File: config.mk
export PLATFORM = sky130hd
export DESIGN_NAME = dsd_div
export DESIGN_NICKNAME = d
export VERILOG_FILES = /design/src/sv/dsd_pkg.sv /design/src/sv/dsd_div.sv
export SDC_FILE = /design/constraint.sdc
export NUM_CORES = 2
export LEC_CHECK = 0
export BUFFER_PORTS_ARGS = -buffer_cell sky130_fd_sc_hd__buf_4
export CAP_MARGIN = 5
export CORE_UTILIZATION = 35
export DETAILED_ROUTE_END_ITERATION = 8
export GPL_TIMING_DRIVEN = 0
export SYNTH_ARGS = -nofsm -noshare
export SYNTH_HDL_FRONTEND = slang
export SYNTH_SLANG_ARGS = --single-unit
export TNS_END_PERCENT = 20
File: constraint.sdc
create_clock -name i_clk -period 8.6 [get_ports i_clk]
set_clock_uncertainty 0.05 [all_clocks]
set_input_delay 1.29 -clock i_clk [delete_from_list [all_inputs] [get_ports i_clk]]
set_output_delay 1.29 -clock i_clk [all_outputs]
set_load 0.1 [all_outputs]
File: src/sv/dsd_pkg.sv
// Shared types and constants for the diagonal swerve kinematics core.
// Holds the CORDIC angle table, the divider width and the side-band struct.
// No dependencies.
`default_nettype none
package dsd_pkg;

    localparam int DIV_BITS = 25;   // quotient bits of the yaw divider

    localparam logic signed [33:0] CORDIC_X0 = 34'sd652032874;

    typedef logic signed [17:0] t_trig;
    typedef logic signed [16:0] t_rate;
    typedef logic signed [23:0] t_yaw;

    // Items that ride along with the yaw division.
    typedef struct packed {
        logic  neg;     // numerator negative
        logic  nz;      // numerator nonzero
        logic  szero;   // offset sum zero
        t_rate wx;
        t_rate wy;
    } t_side;

    function automatic logic signed [33:0] atan_turn32(input int idx);
        logic signed [33:0] v;
        case (idx)
            0:  v = 34'sd536870912;
            1:  v = 34'sd316933405;
            2:  v = 34'sd167458907;
            3:  v = 34'sd85004756;
            4:  v = 34'sd42667331;
            5:  v = 34'sd21354465;
            6:  v = 34'sd10679838;
            7:  v = 34'sd5340245;
            8:  v = 34'sd2670163;
            9:  v = 34'sd1335087;
            10: v = 34'sd667544;
            11: v = 34'sd333772;
            12: v = 34'sd166886;
            13: v = 34'sd83443;
            14: v = 34'sd41722;
            15: v = 34'sd20861;
            16: v = 34'sd10430;
            17: v = 34'sd5215;
            18: v = 34'sd2608;
            19: v = 34'sd1304;
            20: v = 34'sd652;
            21: v = 34'sd326;
            22: v = 34'sd163;
            23: v = 34'sd81;
            default: v = 34'sd0;
        endcase
        return v;
    endfunction

endpackage
`default_nettype wire

File: src/sv/dsd_div.sv
// Pipelined restoring divider, one quotient bit per stage, side band carried.
// Every step advances only on the clock enable. Depends on dsd_pkg.
`default_nettype none
module dsd_div (
    input  wire logic                   i_clk,
    input  wire logic                   i_ce,
    input  wire logic [dsd_pkg::DIV_BITS-1:0] i_dividend,
    input  wire logic [15:0]            i_divisor,
    input  wire dsd_pkg::t_side         i_side,
    output logic [dsd_pkg::DIV_BITS-1:0] o_quot,
    output dsd_pkg::t_side              o_side
);
    import dsd_pkg::*;

    logic [15:0]         r_rem [DIV_BITS+1];
    logic [DIV_BITS-1:0] r_dd  [DIV_BITS+1];
    logic [DIV_BITS-1:0] r_q   [DIV_BITS+1];
    logic [15:0]         r_dv  [DIV_BITS+1];
    t_side               r_sd  [DIV_BITS+1];

    always_comb begin
        r_rem[0] = '0;
        r_dd[0]  = i_dividend;
        r_q[0]   = '0;
        r_dv[0]  = i_divisor;
        r_sd[0]  = i_side;
    end

    for (genvar k = 0; k < DIV_BITS; k++) begin : g_step
        logic [16:0] trial;
        assign trial = {r_rem[k], r_dd[k][DIV_BITS-1-k]};
        always_ff @(posedge i_clk) begin
            if (i_ce) begin
                r_dd[k+1] <= r_dd[k];
                r_dv[k+1] <= r_dv[k];
                r_sd[k+1] <= r_sd[k];
                if (trial >= {1'b0, r_dv[k]}) begin
                    r_rem[k+1] <= 16'(trial - {1'b0, r_dv[k]});
                    r_q[k+1]   <= {r_q[k][DIV_BITS-2:0], 1'b1};
                end else begin
                    r_rem[k+1] <= trial[15:0];
                    r_q[k+1]   <= {r_q[k][DIV_BITS-2:0], 1'b0};
                end
            end
        end
    end

    assign o_quot = r_q[DIV_BITS];
    assign o_side = r_sd[DIV_BITS];

    logic unused_tail;
    assign unused_tail = ^{r_rem[DIV_BITS], r_dd[DIV_BITS], r_dv[DIV_BITS]};

endmodule
`default_nettype wire

After elaboration in Yosys (flattened, before gate mapping)
Cells that the tools add are included.
Storage, ports and cells
  register bits: 2318
  input bits: 80
  output and inout port bits: 62
  word-level logic and storage cells: 321
Operators by class
  add/subtract/negate cells: 24
  magnitude comparators: 25
  multiplexer cells: 49
Operators with widths (number)
  $ge 17x16->1: 24
  $mux 16: 23
  $sub 16x16->16: 23
  $mux 1: 26
  $ge 1x16->1: 1
  $sub 1x16->16: 1

Longest topological paths before layout
  word-level depth: 2
  gate-level depth with buffers: 13
  mapped depth without buffers: 11

Least setup slack after synthesis
Ideal clock, no wire load.
  path type: input to register
  start: input port i_dividend[24] in the netlist's numbering
  end: register r_rem, in the netlist g_step[1].trial[1], data pin
  arrival time: 2.899 ns
  data required time: 8.282 ns
  slack: 5.384 ns
  stages on the path: 9
  path buffers: 2
  cells stage by stage: inv_1 -> ha_1 -> clkbuf_1 -> inv_1 -> ha_1 -> a21oi_1 -> nor4_1 -> clkbuf_1 -> mux2i_1
Between the ends
  word-level cells in the longest chain between the ends: 2
  elaborated cells between the ends (all ways): 3
  classes of those cells: 1 x add/sub; 1 x order compare; 1 x mux
Ends and longest elaborated chain
  start: declaration: RTL line dsd_div.sv:7  | input wire logic [dsd_pkg::DIV_BITS-1:0] i_dividend,
  $sub 1x16->16 / $ge 1x16->1 (equally long branches): RTL line dsd_div.sv:38, dsd_div.sv:37
  $mux 1 (*): RTL line dsd_div.sv:37  | if (trial >= {1'b0, r_dv[k]}) begin
  end signal: indexed assignment: RTL line dsd_div.sv:38  | r_rem[k+1] <= 16'(trial - {1'b0, r_dv[k]});
  end signal: indexed assignment: RTL line dsd_div.sv:41  | r_rem[k+1] <= trial[15:0];
  end: declaration: RTL line dsd_div.sv:15  | logic [15:0] r_rem [DIV_BITS+1];
Every way passes the cells marked *; elsewhere a longest branch is shown, timed or not.
A chain may end at the register's enable or synchronous reset.

Worst setup path after layout
  start: input port i_ce
  end: register r_dd[251] in the netlist's numbering (enable)
RTL lines
  start: declaration: RTL line dsd_div.sv:6  | input wire logic i_ce,
  end signal: indexed assignment: RTL line dsd_div.sv:34  | r_dd[k+1] <= r_dd[k];
  end: declaration: RTL line dsd_div.sv:16  | logic [DIV_BITS-1:0] r_dd [DIV_BITS+1];
No word-level cell between the ends.

==> results.toml <==
[placement]
gp_congestion = 0.852
dp_slack_ps = 2630
place_hpwl_mm = 97.5
place_area_um2 = 98800
dp_cells = 9304
port_buffers = 141

[global_route]
grt_pass1_vias = 45700
grt_antenna_before_repair = 7
grt_util_all_layers = 0.112
grt_overflow_total = 0
grt_max_degree = 198
grt_pass1_wl_mm = 240

[timing]
min_period_ps = 4810
drv_slew = 0
slew_headroom = 0.245
setup_slack_ps = 3790
worstMarginPinSlew_ps = 1130
finalSetupViolCount = 0
rsz0062_at_grt = "no"
finalSetupTns_ps = 0
whs_ps = 314
final_hold_viol_count = 0
final.period_utilization = 0.559
clock.fmax_mhz = 208

[worst_setup_path]
critPathLaunchType = "input pin"
path_max_fanout = 197
endpoint_kind = "register"
crit_required_ps = 9080
crit_type = "input pin to register"
arrival_ps = 5280

[yosys]
syn_nets = 6124
synth-async-reset-ratio = 0
seq_area_frac_synth = 0.749
synth_top_area_share = 0.749
ys.flop_type = "edfxtp_1"
syn_area_um2 = 92900
synth_area_leader_cell = "edfxtp_1"
synth_cell_type_count = 84
synthTopCellsByArea = "edfxtp_1, ha_1, mux2_2, inv_1, xnor2_1"
synth_cells = 5635
synth_area_per_cell_um2 = 16.5
ys_warn_count = 0
ys_ff_latch = 2318
synth_edf_count = 2318

[cells_and_area]
final-seq-area_um2 = 69600
fill_cells = 23500
drive_above_1_share = 0.143
final_util = 0.408
area_delta_synth_final_pct = 15.5
stdcell_count = 9786
fin_nets = 6560
multi_input_area_um2 = 20700
finalInstanceArea_um2 = 107000

[floorplanning]
die_w_um = 517
io_pins = 142
core_area_um2 = 263000
start_util = 0.353
fp.dieH_um = 517
row_count = 188
die_area_um2 = 268000

[pwr]
vdd_drop_max_mv = 0.244
power.density_nw_per_um2 = 335
finalPower_mw = 36.0
p_leak_nw = 39.9

[cts]
path_clk_slew_ps = 60
htree_num_levels = 5
post-cts-setup-buffers = 0
cts_resized = 0
cts_tree = "built"
numCtsBuffers = 280
clk_path_buf_depth = 4
cts_hold_buf = 0
clk_latency_ps = 930
cts-root-buf = "clkbuf_16"
cts.sinks = 2318

[drt]
drtIter0Drc = 2792
wl_per_cell_um = 15.5
firstDrtPassIters = 5
wl_mm = 152
drcViolationCount = 0
via_per_inst = 4.61
ant_nets = 0
via_count = 45100

[min_path]
hp-class = "register to register"

[run]
maxCapViolations = 0

[run_status]
status = "finished, final reports clean"
==> layout make-up <==
type / instances / share of cell area
well taps: 3515 / 0.0410
multi-input cells: 2699 / 0.193
inverters: 497 / 0.0174
clock inverters: 152 / 0.0123
repair buffers: 154 / 0.0134
plain buffers: 121 / 0.00695
clock buffers: 329 / 0.0676
diodes: 1 / 0.0000233
flip-flops and latches: 2318 / 0.648
==> final timing paths <==
| path | start | endpoint | slack, ps | cells after the start |
|---|---|---|---|---|
| worst min register to register | r_q[95] | r_q[71] | 310 | 0 |
| worst max-delay path | i_ce | r_dd[251] | 3790 | 6 |
| worst max register to register | r_dv[241] | g_step[11].trial[10] | 4300 | 11 |
| worst min-delay path | r_q[95] | r_q[71] | 310 | 0 |
==> registers in the layout (all words and copies together) (netlist names) <==
name / flops
g_step.trial: 408
r_sd: 888
r_dd: 276
o_side: 37
o_quot: 25
r_dv: 384
r_q: 300
==> cell families after synthesis <==
kind of cell,Yosys count,share of synthesized area
fa+ha+maj,409,0.0569
simple gates,841,0.0443
mux,285,0.0342
buf+inv,618,0.0281
xor+xnor,251,0.0237
flops,2318,0.749
compound gates,913,0.0640
==> cell usage after synthesis (all sizes together), types with 36 or more instances <==
master  count
nor2b      58
a31oi      36
ha        386
nand3      56
edfxtp   2318
inv       497
a21oi     244
mux2i      44
nand4      49
nor2      230
xor2       84
xnor2     167
o21a       76
nand2     212
nor3       53
a21o      114
buf        86
o21ai     192
mux2      241
nand2b     42
==> worst max-delay path, stage by stage <==
cell    delay (ps)
buf_16         350
buf_16         600
buf_16         480
buf_16         560
buf_16         590
buf_16         470
==> where the power goes <==
group,leakage [nW],total [mW],internal (mW),switching [mW]
clock network,4.18,11.0,6.58,4.40
registers,22.7,15.4,14.7,0.710
logic,13.1,9.67,4.39,5.28
==> placed cells by master (no fill, tap or decap), types with 56 or more instances in the layout <==
| cell | netlist | final |
|---|---|---|
| a21o_1 | 114 | 114 |
| a21oi_1 | 240 | 240 |
| buf_4 | 63 | 203 |
| clkbuf_1 | 35 | 81 |
| clkbuf_16 | 0 | 283 |
| clkinv_1 | 0 | 64 |
| edfxtp_1 | 2318 | 2318 |
| ha_1 | 386 | 386 |
| inv_1 | 496 | 496 |
| mux2_2 | 234 | 234 |
| nand2_1 | 212 | 212 |
| nand3_1 | 56 | 56 |
| nor2_1 | 230 | 230 |
| nor2b_1 | 58 | 58 |
| o21a_1 | 76 | 76 |
| o21ai_0 | 188 | 188 |
| xnor2_1 | 167 | 167 |
| xor2_1 | 84 | 84 |
==> metal layers <==
layer / global-route usage / wire length [µm] / share of wire
met5: 0 / 0 / 0
met4: 0.0487 / 5660 / 0.037
met3: 0.0270 / 7080 / 0.047
met2: 0.181 / 70400 / 0.46
met1: 0.141 / 68500 / 0.45
Power figures use the tool's default switching activity.
